==> src/rtl/cilc_pkg.sv <==
// Shared types, codes and character-class helpers for the integer literal classifier.
// No dependencies; every other file but cilc_if refers to it by scoped names.
package cilc_pkg;

	// token phase codes
	localparam logic [2:0] PH_START  = 3'd0;
	localparam logic [2:0] PH_FIRST  = 3'd1;
	localparam logic [2:0] PH_ZERO   = 3'd2;
	localparam logic [2:0] PH_HEX    = 3'd3;
	localparam logic [2:0] PH_DIGITS = 3'd4;
	localparam logic [2:0] PH_SUFFIX = 3'd5;
	localparam logic [2:0] PH_FAIL   = 3'd6;

	// radix codes
	localparam logic [1:0] RC_NONE = 2'd0;
	localparam logic [1:0] RC_OCT  = 2'd1;
	localparam logic [1:0] RC_DEC  = 2'd2;
	localparam logic [1:0] RC_HEX  = 2'd3;

	localparam logic [4:0] RADIX_OCT = 5'd8;
	localparam logic [4:0] RADIX_DEC = 5'd10;
	localparam logic [4:0] RADIX_HEX = 5'd16;
	localparam logic [4:0] RADIX_NONE = 5'd0;

	// suffix kinds; SFX_BAD marks a rejected suffix
	localparam logic [2:0] SFX_NONE = 3'd0;
	localparam logic [2:0] SFX_L    = 3'd1;
	localparam logic [2:0] SFX_U    = 3'd2;
	localparam logic [2:0] SFX_UL   = 3'd3;
	localparam logic [2:0] SFX_LL   = 3'd4;
	localparam logic [2:0] SFX_ULL  = 3'd5;
	localparam logic [2:0] SFX_BAD  = 3'd6;

	// suffix store depth and count limits
	localparam int unsigned SUF_DEPTH = 3;
	localparam logic [2:0] SUF_FULL = 3'd3;
	localparam logic [2:0] SUF_OVER = 3'd4;
	localparam logic [2:0] SUF_ONE  = 3'd1;
	localparam logic [2:0] SUF_TWO  = 3'd2;

	// width of the reported digit span
	localparam int unsigned OUT_SPAN_BITS = 16;

	// depth of the queue between front and back
	localparam int unsigned Q_DEPTH = 2;

	localparam logic [7:0] CH_MINUS = 8'h2D;
	localparam logic [7:0] CH_ZERO  = 8'h30;
	localparam logic [7:0] CH_X_UP  = 8'h58;
	localparam logic [7:0] CH_X_LO  = 8'h78;

	// summary of one finished token, less its digit span
	typedef struct packed {
		logic [2:0]       phase;
		logic             failed;
		logic [1:0]       radix_code;
		logic             minus;
		logic [2:0]       suf_count;
		logic [2:0][7:0]  suf_chars;
	} cilc_tok_t;

	function automatic logic is_dec(input logic [7:0] c);
		return c >= 8'h30 && c <= 8'h39;
	endfunction

	function automatic logic is_oct(input logic [7:0] c);
		return c >= 8'h30 && c <= 8'h37;
	endfunction

	function automatic logic is_hex(input logic [7:0] c);
		return is_dec(c) || (c >= 8'h41 && c <= 8'h46) || (c >= 8'h61 && c <= 8'h66);
	endfunction

	function automatic logic is_l(input logic [7:0] c);
		return c == 8'h4C || c == 8'h6C;
	endfunction

	function automatic logic is_u(input logic [7:0] c);
		return c == 8'h55 || c == 8'h75;
	endfunction

endpackage

==> src/rtl/cilc_if.sv <==
// Valid/ready channel interfaces for character items and result items.
// Depends on nothing; used by the classifier top level.
interface cilc_char_if;
	logic       valid;
	logic       ready;
	logic [7:0] ch;
	logic       last;

	modport source (output valid, ch, last, input ready);
	modport sink   (input valid, ch, last, output ready);
endinterface

interface cilc_res_if;
	logic        valid;
	logic        ready;
	logic        valid_res;
	logic [4:0]  radix;
	logic        negative;
	logic [15:0] span_len;
	logic [2:0]  suffix_kind;

	modport source (output valid, valid_res, radix, negative, span_len, suffix_kind,
		input ready);
	modport sink   (input valid, valid_res, radix, negative, span_len, suffix_kind,
		output ready);
endinterface

==> src/rtl/cilc_front.sv <==
// Front end: takes one character per item and tracks the token phase.
// Depends on cilc_pkg; pushes a token summary on the token's last character.
module cilc_front #(
	parameter int unsigned SPAN_BITS = 16
) (
	input  logic                    clk,
	input  logic                    arst_n,
	input  logic                    in_valid,
	output logic                    in_ready,
	input  logic [7:0]              ch,
	input  logic                    last,
	output logic                    push,
	input  logic                    q_ready,
	output cilc_pkg::cilc_tok_t     tok,
	output logic [SPAN_BITS-1:0]    tok_span
);

	logic [2:0]           phase_q, phase_n;
	logic                 minus_q, minus_n;
	logic [1:0]           radix_q, radix_n;
	logic                 failed_q, failed_n;
	logic [SPAN_BITS-1:0] span_q, span_n;
	logic [2:0]           cnt_q, cnt_n;
	logic [2:0][7:0]      suf_q, suf_n;
	logic                 do_inc, do_push, digit_ok, accept;

	assign in_ready = q_ready;
	assign accept   = in_valid && in_ready;
	assign push     = accept && last;

	// check a character against the digits of the current radix
	always_comb begin
		case (radix_q)
			cilc_pkg::RC_OCT: digit_ok = cilc_pkg::is_oct(ch);
			cilc_pkg::RC_DEC: digit_ok = cilc_pkg::is_dec(ch);
			default:          digit_ok = cilc_pkg::is_hex(ch);
		endcase
	end

	// advance the token phase by one character
	always_comb begin
		phase_n  = phase_q;
		minus_n  = minus_q;
		radix_n  = radix_q;
		failed_n = failed_q;
		do_inc   = 1'b0;
		do_push  = 1'b0;
		unique case (phase_q) inside
			cilc_pkg::PH_START, cilc_pkg::PH_FIRST: begin
				if (phase_q == cilc_pkg::PH_START && ch == cilc_pkg::CH_MINUS) begin
					minus_n = 1'b1;
					phase_n = cilc_pkg::PH_FIRST;
				end else if (!cilc_pkg::is_dec(ch)) begin
					failed_n = 1'b1;
					phase_n  = cilc_pkg::PH_FAIL;
				end else begin
					do_inc = 1'b1;
					if (ch == cilc_pkg::CH_ZERO) begin
						phase_n = cilc_pkg::PH_ZERO;
					end else begin
						radix_n = cilc_pkg::RC_DEC;
						phase_n = cilc_pkg::PH_DIGITS;
					end
				end
			end
			cilc_pkg::PH_ZERO: begin
				if (ch == cilc_pkg::CH_X_UP || ch == cilc_pkg::CH_X_LO) begin
					do_inc  = 1'b1;
					phase_n = cilc_pkg::PH_HEX;
				end else begin
					radix_n = cilc_pkg::RC_OCT;
					if (cilc_pkg::is_oct(ch)) begin
						do_inc  = 1'b1;
						phase_n = cilc_pkg::PH_DIGITS;
					end else begin
						do_push = 1'b1;
						phase_n = cilc_pkg::PH_SUFFIX;
					end
				end
			end
			cilc_pkg::PH_DIGITS: begin
				if (digit_ok) begin
					do_inc = 1'b1;
				end else begin
					do_push = 1'b1;
					phase_n = cilc_pkg::PH_SUFFIX;
				end
			end
			cilc_pkg::PH_SUFFIX: begin
				do_push = 1'b1;
			end
			cilc_pkg::PH_HEX: begin
				if (!cilc_pkg::is_hex(ch)) begin
					failed_n = 1'b1;
					phase_n  = cilc_pkg::PH_FAIL;
				end else begin
					do_inc  = 1'b1;
					radix_n = cilc_pkg::RC_HEX;
					phase_n = cilc_pkg::PH_DIGITS;
				end
			end
			default: begin
			end
		endcase
	end

	// saturating span count and suffix store update
	always_comb begin
		span_n = span_q;
		if (do_inc && span_q != '1) begin
			span_n = span_q + 1'b1;
		end
		cnt_n = cnt_q;
		suf_n = suf_q;
		if (do_push) begin
			if (cnt_q < cilc_pkg::SUF_FULL) begin
				suf_n[cnt_q[1:0]] = ch;
			end
			if (cnt_q < cilc_pkg::SUF_OVER) begin
				cnt_n = cnt_q + 3'd1;
			end
		end
	end

	// token summary as seen after the last character
	always_comb begin
		tok.phase      = phase_n;
		tok.failed     = failed_n;
		tok.radix_code = (phase_n == cilc_pkg::PH_ZERO) ? cilc_pkg::RC_OCT : radix_n;
		tok.minus      = minus_n;
		tok.suf_count  = cnt_n;
		tok.suf_chars  = suf_n;
		tok_span       = span_n;
	end

	// hold token state; drop it back to start after the last character
	always_ff @(posedge clk or negedge arst_n) begin
		if (!arst_n) begin
			phase_q  <= cilc_pkg::PH_START;
			minus_q  <= 1'b0;
			radix_q  <= cilc_pkg::RC_NONE;
			failed_q <= 1'b0;
			span_q   <= '0;
			cnt_q    <= 3'd0;
		end else if (accept) begin
			if (last) begin
				phase_q  <= cilc_pkg::PH_START;
				minus_q  <= 1'b0;
				radix_q  <= cilc_pkg::RC_NONE;
				failed_q <= 1'b0;
				span_q   <= '0;
				cnt_q    <= 3'd0;
			end else begin
				phase_q  <= phase_n;
				minus_q  <= minus_n;
				radix_q  <= radix_n;
				failed_q <= failed_n;
				span_q   <= span_n;
				cnt_q    <= cnt_n;
			end
		end
	end

	// suffix characters, undefined until written
	always_ff @(posedge clk) begin
		if (accept) begin
			suf_q <= suf_n;
		end
	end

endmodule

==> src/rtl/cilc_queue.sv <==
// Short queue of token summaries between the front and back ends.
// Depends on cilc_pkg for its depth.
module cilc_queue #(
	parameter int unsigned WIDTH = 16
) (
	input  logic             clk,
	input  logic             arst_n,
	input  logic             push,
	output logic             ready,
	input  logic [WIDTH-1:0] wdata,
	output logic             valid,
	input  logic             pop,
	output logic [WIDTH-1:0] rdata
);

	localparam int unsigned PTR_W = (cilc_pkg::Q_DEPTH > 1) ? $clog2(cilc_pkg::Q_DEPTH) : 1;
	localparam int unsigned CNT_W = $clog2(cilc_pkg::Q_DEPTH + 1);
	localparam logic [PTR_W-1:0] LAST_PTR = PTR_W'(cilc_pkg::Q_DEPTH - 1);
	localparam logic [CNT_W-1:0] FULL_CNT = CNT_W'(cilc_pkg::Q_DEPTH);

	logic [WIDTH-1:0] mem_q [cilc_pkg::Q_DEPTH];
	logic [PTR_W-1:0] wr_q, rd_q;
	logic [CNT_W-1:0] cnt_q;

	assign ready = cnt_q != FULL_CNT;
	assign valid = cnt_q != '0;
	assign rdata = mem_q[rd_q];

	// advance pointers and fill count
	always_ff @(posedge clk or negedge arst_n) begin
		if (!arst_n) begin
			wr_q  <= '0;
			rd_q  <= '0;
			cnt_q <= '0;
		end else begin
			if (push && ready) begin
				wr_q <= (wr_q == LAST_PTR) ? '0 : wr_q + 1'b1;
			end
			if (pop && valid) begin
				rd_q <= (rd_q == LAST_PTR) ? '0 : rd_q + 1'b1;
			end
			if ((push && ready) && !(pop && valid)) begin
				cnt_q <= cnt_q + 1'b1;
			end else if (!(push && ready) && (pop && valid)) begin
				cnt_q <= cnt_q - 1'b1;
			end
		end
	end

	// store entries
	always_ff @(posedge clk) begin
		if (push && ready) begin
			mem_q[wr_q] <= wdata;
		end
	end

endmodule

==> src/rtl/cilc_back.sv <==
// Back end: decodes the suffix of a token summary and registers the result item.
// Depends on cilc_pkg; feeds the output channel.
module cilc_back #(
	parameter int unsigned SPAN_BITS = 16
) (
	input  logic                        clk,
	input  logic                        arst_n,
	input  logic                        q_valid,
	output logic                        pop,
	input  cilc_pkg::cilc_tok_t         tok,
	input  logic [SPAN_BITS-1:0]        tok_span,
	output logic                        out_valid,
	input  logic                        out_ready,
	output logic                        valid_res,
	output logic [4:0]                  radix,
	output logic                        negative,
	output logic [15:0]                 span_len,
	output logic [2:0]                  suffix_kind
);

	localparam int unsigned OB = cilc_pkg::OUT_SPAN_BITS;

	logic        out_valid_q;
	logic        valid_c;
	logic [4:0]  rad_c;
	logic [2:0]  kind_c, sfx;
	logic [OB-1:0] span_sat, span_c;
	logic [7:0]  a, b, c;

	assign a = tok.suf_chars[0];
	assign b = tok.suf_chars[1];
	assign c = tok.suf_chars[2];

	// decode the suffix characters
	always_comb begin
		sfx = cilc_pkg::SFX_BAD;
		case (tok.suf_count)
			cilc_pkg::SUF_ONE: begin
				if (cilc_pkg::is_l(a)) sfx = cilc_pkg::SFX_L;
				else if (cilc_pkg::is_u(a)) sfx = cilc_pkg::SFX_U;
			end
			cilc_pkg::SUF_TWO: begin
				if (cilc_pkg::is_u(a)) begin
					if (cilc_pkg::is_l(b)) sfx = cilc_pkg::SFX_UL;
				end else if (cilc_pkg::is_u(b)) begin
					if (cilc_pkg::is_l(a)) sfx = cilc_pkg::SFX_UL;
				end else if (a == b && cilc_pkg::is_l(a)) begin
					sfx = cilc_pkg::SFX_LL;
				end
			end
			cilc_pkg::SUF_FULL: begin
				if (cilc_pkg::is_u(a)) begin
					if (b == c && cilc_pkg::is_l(b)) sfx = cilc_pkg::SFX_ULL;
				end else if (cilc_pkg::is_u(c)) begin
					if (a == b && cilc_pkg::is_l(a)) sfx = cilc_pkg::SFX_ULL;
				end
			end
			default: sfx = cilc_pkg::SFX_BAD;
		endcase
	end

	// saturate the span to the reported width
	generate
		if (SPAN_BITS > OB) begin : g_sat
			assign span_sat = (|tok_span[SPAN_BITS-1:OB]) ? '1 : tok_span[OB-1:0];
		end else begin : g_ext
			assign span_sat = OB'(tok_span);
		end
	endgenerate

	// form validity, radix, kind and span
	always_comb begin
		valid_c = 1'b0;
		kind_c  = cilc_pkg::SFX_NONE;
		if (!tok.failed) begin
			if (tok.phase == cilc_pkg::PH_ZERO || tok.phase == cilc_pkg::PH_DIGITS) begin
				valid_c = 1'b1;
			end else if (tok.phase == cilc_pkg::PH_SUFFIX && sfx != cilc_pkg::SFX_BAD) begin
				valid_c = 1'b1;
				kind_c  = sfx;
			end
		end
		case (tok.radix_code)
			cilc_pkg::RC_OCT: rad_c = cilc_pkg::RADIX_OCT;
			cilc_pkg::RC_DEC: rad_c = cilc_pkg::RADIX_DEC;
			cilc_pkg::RC_HEX: rad_c = cilc_pkg::RADIX_HEX;
			default:          rad_c = cilc_pkg::RADIX_NONE;
		endcase
		span_c = (tok.radix_code == cilc_pkg::RC_NONE) ? '0 : span_sat;
	end

	// take the next summary when the output register is free or being taken
	assign pop       = q_valid && (!out_valid_q || out_ready);
	assign out_valid = out_valid_q;

	always_ff @(posedge clk or negedge arst_n) begin
		if (!arst_n) begin
			out_valid_q <= 1'b0;
		end else if (pop) begin
			out_valid_q <= 1'b1;
		end else if (out_ready) begin
			out_valid_q <= 1'b0;
		end
	end

	// hold the result payload
	always_ff @(posedge clk) begin
		if (pop) begin
			valid_res   <= valid_c;
			radix       <= rad_c;
			negative    <= tok.minus;
			span_len    <= span_c;
			suffix_kind <= kind_c;
		end
	end

endmodule

==> src/rtl/c_integer_literal_classifier_core.sv <==
// Top level of the C integer literal classifier: front end, summary queue, back end.
// Depends on cilc_pkg, cilc_if, cilc_front, cilc_queue and cilc_back.
//
// Feed a token one character per item on chars, with last set on its final
// character; one result item per token appears on results, and no other items.
// The block takes one character every cycle while the queue has room: the front end
// updates the token state, and on the last character pushes a token summary
// into a two-entry queue. The back end pops the summary, decodes the suffix and
// loads the output register, from which the result is offered; a summary passes
// through the queue and then the output register. A stalled result stalls the
// back end only; the front end keeps taking characters until the queue fills.
// No clearing pass after reset.
module c_integer_literal_classifier_core #(
	parameter int unsigned SPAN_BITS = 16
) (
	input  logic        clk,
	input  logic        arst_n,
	cilc_char_if.sink   chars,
	cilc_res_if.source  results
);

	localparam int unsigned QW = $bits(cilc_pkg::cilc_tok_t) + SPAN_BITS;

	logic                  push, q_ready, q_valid, pop;
	cilc_pkg::cilc_tok_t   f_tok, b_tok;
	logic [SPAN_BITS-1:0]  f_span, b_span;
	logic [QW-1:0]         q_wdata, q_rdata;

	cilc_front #(.SPAN_BITS(SPAN_BITS)) u_front (
		.clk      (clk),
		.arst_n   (arst_n),
		.in_valid (chars.valid),
		.in_ready (chars.ready),
		.ch       (chars.ch),
		.last     (chars.last),
		.push     (push),
		.q_ready  (q_ready),
		.tok      (f_tok),
		.tok_span (f_span)
	);

	assign q_wdata = {f_tok, f_span};

	cilc_queue #(.WIDTH(QW)) u_queue (
		.clk    (clk),
		.arst_n (arst_n),
		.push   (push),
		.ready  (q_ready),
		.wdata  (q_wdata),
		.valid  (q_valid),
		.pop    (pop),
		.rdata  (q_rdata)
	);

	assign b_tok  = q_rdata[QW-1:SPAN_BITS];
	assign b_span = q_rdata[SPAN_BITS-1:0];

	cilc_back #(.SPAN_BITS(SPAN_BITS)) u_back (
		.clk         (clk),
		.arst_n      (arst_n),
		.q_valid     (q_valid),
		.pop         (pop),
		.tok         (b_tok),
		.tok_span    (b_span),
		.out_valid   (results.valid),
		.out_ready   (results.ready),
		.valid_res   (results.valid_res),
		.radix       (results.radix),
		.negative    (results.negative),
		.span_len    (results.span_len),
		.suffix_kind (results.suffix_kind)
	);

	// an accepted literal always has a radix
	a_valid_radix: assert property (@(posedge clk) disable iff (!arst_n)
		results.valid && results.valid_res |-> results.radix != cilc_pkg::RADIX_NONE)
		else $error("valid literal without radix");

	// no radix means no digit span
	a_span_zero: assert property (@(posedge clk) disable iff (!arst_n)
		results.valid && results.radix == cilc_pkg::RADIX_NONE |-> results.span_len == '0)
		else $error("digit span without radix");

	// a rejected token carries no suffix kind
	a_bad_kind: assert property (@(posedge clk) disable iff (!arst_n)
		results.valid && !results.valid_res |-> results.suffix_kind == cilc_pkg::SFX_NONE)
		else $error("suffix kind on invalid token");

	// a summary popped from the queue shows up as a result next cycle
	a_pop_result: assert property (@(posedge clk) disable iff (!arst_n)
		pop |=> results.valid)
		else $error("popped summary lost");

endmodule

==> src/flat_wrapper.sv <==
// flat-port wrapper written by rule: the top's interface ports become plain ports
module c_integer_literal_classifier_core_flat 
#(
	parameter int unsigned SPAN_BITS = 16
)
  (clk, arst_n, chars_valid, chars_ch, chars_last, chars_ready, results_valid, results_valid_res, results_radix, results_negative, results_span_len, results_suffix_kind, results_ready);
  cilc_char_if chars_i ();
  cilc_res_if results_i ();
  input  logic clk;
  input  logic arst_n;
  input wire logic [$bits(chars_i.valid)-1:0] chars_valid;
  input wire logic [$bits(chars_i.ch)-1:0] chars_ch;
  input wire logic [$bits(chars_i.last)-1:0] chars_last;
  output wire logic [$bits(chars_i.ready)-1:0] chars_ready;
  output wire logic [$bits(results_i.valid)-1:0] results_valid;
  output wire logic [$bits(results_i.valid_res)-1:0] results_valid_res;
  output wire logic [$bits(results_i.radix)-1:0] results_radix;
  output wire logic [$bits(results_i.negative)-1:0] results_negative;
  output wire logic [$bits(results_i.span_len)-1:0] results_span_len;
  output wire logic [$bits(results_i.suffix_kind)-1:0] results_suffix_kind;
  input wire logic [$bits(results_i.ready)-1:0] results_ready;
  assign chars_i.valid = chars_valid;
  assign chars_i.ch = chars_ch;
  assign chars_i.last = chars_last;
  assign chars_ready = chars_i.ready;
  assign results_valid = results_i.valid;
  assign results_valid_res = results_i.valid_res;
  assign results_radix = results_i.radix;
  assign results_negative = results_i.negative;
  assign results_span_len = results_i.span_len;
  assign results_suffix_kind = results_i.suffix_kind;
  assign results_i.ready = results_ready;
  c_integer_literal_classifier_core #(.SPAN_BITS(SPAN_BITS)) u_core (.clk(clk), .arst_n(arst_n), .chars(chars_i), .results(results_i));
endmodule
==> config.mk <==
export PLATFORM = sky130hd
export DESIGN_NAME = c_integer_literal_classifier_core_flat
export DESIGN_NICKNAME = d
export VERILOG_FILES = /design/src/rtl/cilc_pkg.sv /design/src/rtl/cilc_if.sv /design/src/rtl/cilc_front.sv /design/src/rtl/cilc_queue.sv /design/src/rtl/cilc_back.sv /design/src/rtl/c_integer_literal_classifier_core.sv /design/src/flat_wrapper.sv
export SDC_FILE = /design/constraint.sdc
export NUM_CORES = 1
export LEC_CHECK = 0
export BUFFER_PORTS_ARGS = -buffer_cell sky130_fd_sc_hd__buf_2
export CAP_MARGIN = 0
export CORE_ASPECT_RATIO = 1.4
export CORE_MARGIN = 2
export CORE_UTILIZATION = 35
export DETAILED_ROUTE_END_ITERATION = 10
export PLACE_DENSITY_LB_ADDON = 0.08
export SETUP_SLACK_MARGIN = 0.02
export SLEW_MARGIN = 20
export SYNTH_ARGS = -nofsm -noshare
export SYNTH_HDL_FRONTEND = slang
export SYNTH_HIERARCHICAL = 1
export SYNTH_SLANG_ARGS = --single-unit
==> constraint.sdc <==
create_clock -name clk -period 9.65 [get_ports clk]
set_input_delay 1.93 -clock clk [delete_from_list [all_inputs] [get_ports clk]]
set_output_delay 1.93 -clock clk [all_outputs]
set_load 0.02 [all_outputs]
**After elaboration in Yosys (flattened, before gate mapping)**

Memory sizes are Yosys's and may differ from the RTL's.
Index checks and enable logic that the tools add are counted.

- Memories: 1
- RAM bits: 100
- Output and inout port bits: 28
- Logic and storage cells: 180
- Flip-flop bits (word level): 81

Memories:

| name | depth | bits a word | read ports | clocked after memory_dff | write ports | RTL line | RTL |
|---|---|---|---|---|---|---|---|
| u_core.u_queue.mem_q | 2 | 50 | 1 | 0 | 1 | cilc_queue.sv:21 | `logic [WIDTH-1:0] mem_q [cilc_pkg::Q_DEPTH];` |

- Equality and inequality tests: 36
- Multiplexer cells: 70
- Reduce and logical (&&, ||, !) cells: 37
- Bitwise operators: 1
- Add/sub/neg operators: 6
- Order comparisons: 11

Operators with widths:

| operator | number |
|---|---|
| equality test 8 x 7 -> 1 bit (second input constant) | 12 |
| two-way mux 24 bit | 2 |
| two-way mux 3 bit | 16 |
| two-way mux 16 bit | 2 |
| two-way mux 2 bit | 14 |
| two-way mux 1 bit | 25 |
| bitwise mux 24 bit | 1 |
| equality test 3 x 2 -> 1 bit (second input constant) | 6 |
| logical AND 1 bit | 17 |
| adder 16 x 1 -> 16 bit (second input constant) | 1 |
| demux 8 bit (select 2 bit) | 1 |
| equality test 8 x 6 -> 1 bit (second input constant) | 2 |
| equality test 8 bit | 2 |
| greater-or-equal comparator 8 x 7 -> 1 bit (second input constant) | 2 |
| less-or-equal comparator 8 x 6 -> 1 bit (second input constant) | 2 |
| less-or-equal comparator 8 x 7 -> 1 bit (second input constant) | 2 |
| inequality test 16 bit (second input constant) | 1 |
| one-hot mux 5 bit (3 select lines) | 1 |
| equality test 3 bit (second input constant) | 4 |
| one-hot mux 3 bit (4 select lines) | 1 |
| logical OR 1 bit | 10 |
| one-hot mux 3 bit (3 select lines) | 1 |
| greater-or-equal comparator 8 x 6 -> 1 bit (second input constant) | 1 |
| two-way mux 8 bit | 1 |
| 24 further kinds | 34 |

**Depth between registers and ports, before layout**

An unclocked memory read counts as a cell.

- Word-level depth: 12
- Gate-level depth with buffers: 10
- Gate-level depth less buffers: 9

**Cells and area by module**

The synthesis kept the hierarchy.

Modules (own cells, without submodules):

| module | cells each | seq. area each (µm²) | instances | area an instance (µm²) |
|---|---|---|---|---|
| cilc_queue | 174 | 3103.0 | 1 | 4055.1 |
| cilc_front | 323 | 1371.3 | 1 | 3360.7 |
| cilc_back | 110 | 745.7 | 1 | 1347.5 |

**Worst setup path before layout**

No wires, ideal clock.

- Path kind: input -> register
- From: input port chars_valid
- To: memory u_core/u_queue/mem_q[0][0] in the netlist's numbering, enable pin
- Setup slack: 4559 ps
- Arrival time: 4633 ps
- Stages: 5
- Required time: 9192 ps
- Path buffers: 1
- Cell sequence: nand2_1 clkbuf_1 nor2_1 nand2_1 nor2_1

- Cells in the longest elaborated chain, start to end: 5

RTL lines:

| element | RTL line | RTL |
|---|---|---|
| start: declaration | flat_wrapper.sv:11 | `input wire logic [$bits(chars_i.valid)-1:0] chars_valid;` |
| logical AND 1 bit | cilc_front.sv:28 | `assign accept = in_valid && in_ready;` |
| logical AND 1 bit | cilc_front.sv:29 | `assign push = accept && last;` |
| via u_core.push | c_integer_literal_classifier_core.sv:24 | `logic push, q_ready, q_valid, pop;` |
| logical AND 1 bit | cilc_queue.sv:52 | `if (push && ready) begin` |
| two-way mux 1 bit | cilc_queue.sv:52 |  |
| two-way mux 1 bit (implied by the code) | cilc_queue.sv:53 | `mem_q[wr_q] <= wdata;` |
| end: declaration | cilc_queue.sv:21 |  |

The timed path passes the listed nets, and every way through them passes these cells.

**Worst setup path after layout**

- From: input port chars_last
- To: memory u_core/u_queue/mem_q[0][41] in the netlist's numbering, enable pin

- Cells in the longest elaborated chain, start to end: 4

RTL lines:

| element | RTL line | RTL |
|---|---|---|
| start: declaration | flat_wrapper.sv:13 | `input wire logic [$bits(chars_i.last)-1:0] chars_last;` |
| logical AND 1 bit | cilc_front.sv:29 |  |
| via u_core.push | c_integer_literal_classifier_core.sv:24 |  |
| logical AND 1 bit | cilc_queue.sv:52 |  |
| two-way mux 1 bit | cilc_queue.sv:52 |  |
| two-way mux 1 bit (implied by the code) | cilc_queue.sv:53 |  |

The timed path passes the listed nets, and every way through them passes these cells.

==> impl_metrics.xml <==
<?xml version="1.0" encoding="UTF-8"?>
<metrics>
  <group name="run_status">
    <metric name="run_status" unit="">finished, final reports clean</metric>
  </group>
  <group name="grt">
    <metric name="grt_overflow" unit="">0</metric>
    <metric name="number_of_antenna_violations_at_the_first_check_in_global_routing" unit="">0</metric>
    <metric name="grt_first_pass_wirelength" unit="mm">29.95</metric>
    <metric name="via_count_of_the_first_global_routing_pass" unit="">5224</metric>
    <metric name="grt_max_degree" unit="">37</metric>
    <metric name="grt.total_usage" unit="%">15.58</metric>
  </group>
  <group name="sta">
    <metric name="final.min_clock_period" unit="ns">3.921</metric>
    <metric name="finalHoldViolCount" unit="">0</metric>
    <metric name="fmax" unit="GHz">0.2550</metric>
    <metric name="fin_crit_sh" unit="%">40.63</metric>
    <metric name="worst_slew_margin" unit="%">29.04</metric>
    <metric name="worst_slew_pin_slew" unit="ns">1.050</metric>
    <metric name="fin_worst_skew" unit="ns">0.006785</metric>
    <metric name="rsz_0062_raised_after_global_routing" unit="">no</metric>
    <metric name="final_max_slew_viol_count" unit="">0</metric>
    <metric name="final.hold.worst_slack" unit="ns">0.4949</metric>
    <metric name="final-setup-viol-count" unit="">0</metric>
    <metric name="setup_tns" unit="ns">0</metric>
  </group>
  <group name="power">
    <metric name="power.leakage" unit="uW">0.003650</metric>
    <metric name="net_sw_share" unit="%">33.36</metric>
    <metric name="sequentialPowerShare" unit="%">42.2</metric>
    <metric name="power.share.clock" unit="%">22.4</metric>
    <metric name="netSwitchingPower" unit="uW">975.7</metric>
    <metric name="power.density_cell_area" unit="mW/mm2">300.6</metric>
    <metric name="internal_power" unit="uW">1949</metric>
    <metric name="p_comb_share" unit="%">35.4</metric>
    <metric name="worst_vdd_drop" unit="V">0.0001436</metric>
  </group>
  <group name="job">
    <metric name="cap_viol_max_count" unit="">0</metric>
  </group>
  <group name="worst_setup_path">
    <metric name="reg2reg_to" unit="">u_core/u_back/valid_res</metric>
    <metric name="worstSetupStartpoint" unit="">chars_last</metric>
    <metric name="crit_path_start_kind" unit="">primary input</metric>
    <metric name="critPathKind" unit="">in -&gt; reg</metric>
    <metric name="reg2reg_setup_slack" unit="ns">6.29</metric>
    <metric name="timing.reg2reg.worst_path_depth" unit="">7</metric>
    <metric name="crit_end" unit="">u_core/u_queue/mem_q[0][41]</metric>
    <metric name="worst-endpoint-required" unit="ns">9.72</metric>
    <metric name="crit-reg2reg-launch" unit="">u_core/u_queue/rd_q</metric>
    <metric name="endpoint_kind" unit="">register</metric>
    <metric name="crit_path_max_fanout" unit="">31</metric>
    <metric name="arrival" unit="ns">4.00</metric>
  </group>
  <group name="clocking">
    <metric name="worst_setup_hold_path_clk_slew" unit="ns">0.06</metric>
    <metric name="cts_stage_hold_buffer_count" unit="">0</metric>
    <metric name="clockRootBuffer" unit="">sky130_fd_sc_hd__clkbuf_16</metric>
    <metric name="tritoncts" unit="">yes</metric>
    <metric name="clkLatencyLatePin" unit="ns">0.43</metric>
    <metric name="htreeDepth" unit="">4</metric>
    <metric name="tritoncts_num_sinks" unit="">179</metric>
    <metric name="maximum_clock_path_buffer_count" unit="">2</metric>
    <metric name="cts_buffer_count" unit="">17</metric>
    <metric name="cts-resized-gates" unit="">0</metric>
    <metric name="postCtsSetupRepairBufs" unit="">0</metric>
  </group>
  <group name="place">
    <metric name="total_instance_count_after_detailed_placement" unit="">940</metric>
    <metric name="routabilityCongestion" unit="">0.8735</metric>
    <metric name="hpwlAfterDp" unit="mm">13.12</metric>
    <metric name="port_buffers" unit="">38</metric>
  </group>
  <group name="logic_synthesis">
    <metric name="synth.largest_area_cell" unit="">sky130_fd_sc_hd__edfxtp_1</metric>
    <metric name="syn_area" unit="mm2">0.008763</metric>
    <metric name="synth.avg_cell_area" unit="um2">14.44</metric>
    <metric name="postSynth.topFlopCell" unit="">sky130_fd_sc_hd__edfxtp_1</metric>
    <metric name="cell_types_with_the_highest_counts_after_synthesis" unit="">148 x sky130_fd_sc_hd__edfxtp_1, 74 x sky130_fd_sc_hd__mux2_4, 38 x sky130_fd_sc_hd__nand2_1</metric>
    <metric name="post_synth_edffs" unit="">148</metric>
    <metric name="ys_warn_count" unit="">6</metric>
    <metric name="ys_seq_elements" unit="">179</metric>
    <metric name="synth_most_common_cell" unit="">sky130_fd_sc_hd__edfxtp_1</metric>
    <metric name="netlist_instances" unit="">607</metric>
    <metric name="post-synth-top-area-fraction" unit="%">50.71</metric>
    <metric name="synth.top_cells.by_area" unit="">sky130_fd_sc_hd__edfxtp_1 51%, sky130_fd_sc_hd__mux2_4 13%, sky130_fd_sc_hd__dfrtp_1 8.9%, sky130_fd_sc_hd__xnor2_1 2.5%, sky130_fd_sc_hd__nand2_1 1.6%</metric>
    <metric name="synth-async-reset-ratio" unit="%">17.32</metric>
    <metric name="seq_area_frac_synth" unit="%">59.57</metric>
    <metric name="yosysUniqueCellTypes" unit="">76</metric>
  </group>
  <group name="route">
    <metric name="routed_wl" unit="mm">19.13</metric>
    <metric name="via_per_inst" unit="">5.022</metric>
    <metric name="post_drt_wl_per_cell" unit="um">19.68</metric>
    <metric name="drt_drc_violations_left" unit="">0</metric>
    <metric name="detailedRoute.firstIterationViolations" unit="">278</metric>
    <metric name="number_of_detailed_routing_iterations_run_before_antenna_repair" unit="">4</metric>
    <metric name="postRouteAntennaNets" unit="">0</metric>
    <metric name="dr_total_vias" unit="">4881</metric>
  </group>
  <group name="cells_and_area">
    <metric name="layout_area_overhead" unit="%">11.02</metric>
    <metric name="diodes" unit="">0</metric>
    <metric name="finalCoreUtilization" unit="%">39.43</metric>
    <metric name="nets" unit="">668</metric>
    <metric name="post_route_cells_drive_above_1_share" unit="%">26.48</metric>
    <metric name="post_layout_nonfiller_instances" unit="">972</metric>
    <metric name="fill_cells" unit="">2357</metric>
  </group>
  <group name="worst_hold_path">
    <metric name="min_path_type" unit="">reg -&gt; reg</metric>
  </group>
  <group name="floorplanning">
    <metric name="die_w" unit="um">137.7</metric>
    <metric name="rows" unit="">68</metric>
    <metric name="fp.dieH" unit="um">191.2</metric>
    <metric name="start_util" unit="%">35.52</metric>
    <metric name="die_area" unit="mm2">0.02634</metric>
    <metric name="placeableCoreArea" unit="mm2">0.02467</metric>
    <metric name="num_io_pins" unit="">41</metric>
  </group>
</metrics>
## power groups by stage
stage	Clock, uW	Sequential [uW]	Combinational (uW)
4_1_cts	680	1240	1060
5_1_grt	712	1260	1130
3_3_place_gp	0	1250	1050
2_1_floorplan	0	1280	777
3_5_place_dp	0	1250	1060
6_report	655	1240	1030
## layout make-up
| cell class | instances | area (um2) | area share, % |
|---|---|---|---|
| clock buffers | 23 | 467.9 | 4.810 |
| clock inverters | 9 | 81.33 | 0.8359 |
| inverters | 26 | 97.59 | 1.003 |
| multi-input cells | 375 | 3224 | 33.14 |
| flip-flops and latches | 179 | 5221 | 53.67 |
| well taps | 315 | 394.1 | 4.051 |
| repair buffers | 45 | 242.7 | 2.495 |
## routing by layer
layer	up-vias	track usage (%)	share of wire [%]
met5	-	0	0
met4	0	5.730	2.1
met3	20	3.103	2.1
met2	65	28.78	55
met1	2442	17.47	41
li1	2354	-	-
## critical path, cell delays in order
cell and delay, ns:
sky130_fd_sc_hd__buf_2 0.28, sky130_fd_sc_hd__inv_1 0.24, sky130_fd_sc_hd__nor2_1 0.24, sky130_fd_sc_hd__nand2_1 0.16, sky130_fd_sc_hd__nor2_4 0.56, sky130_fd_sc_hd__buf_4 0.53
## per-stage QoR
step	area, um2	total power (uW)	setup WS [ns]
2_1_floorplan	8767	2060	4.559
3_3_place_gp	9180	2290	5.291
3_5_place_dp	9180	2311	5.199
4_1_cts	9729	2983	5.678
5_1_grt	9729	3101	5.529
6_report	9729	2925	5.729
## kinds of logic after synthesis
logic type	synth area share, %
fa+ha+maj	1.571
simple gates	11.92
compound gates	6.925
buf+inv	3.783
flops	59.57
mux	13.19
xor+xnor	2.998
other cells	0.04279
## worst min path at each step
stage / from / endpoint / slack (ns) / cells past startpoint
global placement: u_core/u_queue/cnt_q[1] / u_core/u_queue/cnt_q[1] / 0.47 / 1
global route: u_core/u_queue/cnt_q[1] / u_core/u_queue/cnt_q[1] / 0.52 / 1
CTS: u_core/u_queue/cnt_q[1] / u_core/u_queue/cnt_q[1] / 0.50 / 1
detailed placement: u_core/u_queue/cnt_q[1] / u_core/u_queue/cnt_q[1] / 0.49 / 1
floorplan: u_core/u_front/minus_q / u_core/u_front/minus_q / 0.46 / 2
finish: u_core/u_queue/cnt_q[1] / u_core/u_queue/cnt_q[1] / 0.49 / 1
## placed cells by master (no fill, tap or decap), drive strengths merged, types with 4 or more instances in the layout
cell type    n
a211o        4
a21oi       13
and2         4
buf         45
clkbuf      23
clkinv       5
dfrtp       31
edfxtp     148
ha          11
inv         27
mux2        78
nand2       38
nand2b       4
nand3       15
nand3b       4
nand4        9
nor2        28
nor2b       19
nor3         9
nor3b        5
nor4         7
o21ai       22
o22ai        5
o311ai       7
or2          5
or3          4
or4          7
xnor2       25
xor2         5
## registers in the layout (all words and copies together), names as in the netlist
name                       count
u_core/u_back/negative         1
u_core/u_front/minus_q         1
u_core/u_back/suffix_kind      3
u_core/u_back/radix            3
u_core/u_queue/cnt_q           2
u_core/u_front/cnt_q           3
u_core/u_queue/mem_q         100
u_core/u_back/valid_res        1
u_core/u_front/phase_q         3
u_core/u_queue/wr_q            1
u_core/u_front/suf_q          24
u_core/u_back/out_valid        1
u_core/u_front/radix_q         2
u_core/u_queue/rd_q            1
u_core/u_front/failed_q        1
u_core/u_front/span_q         16
u_core/u_back/span_len        16
Power figures use the tool's default switching activity.
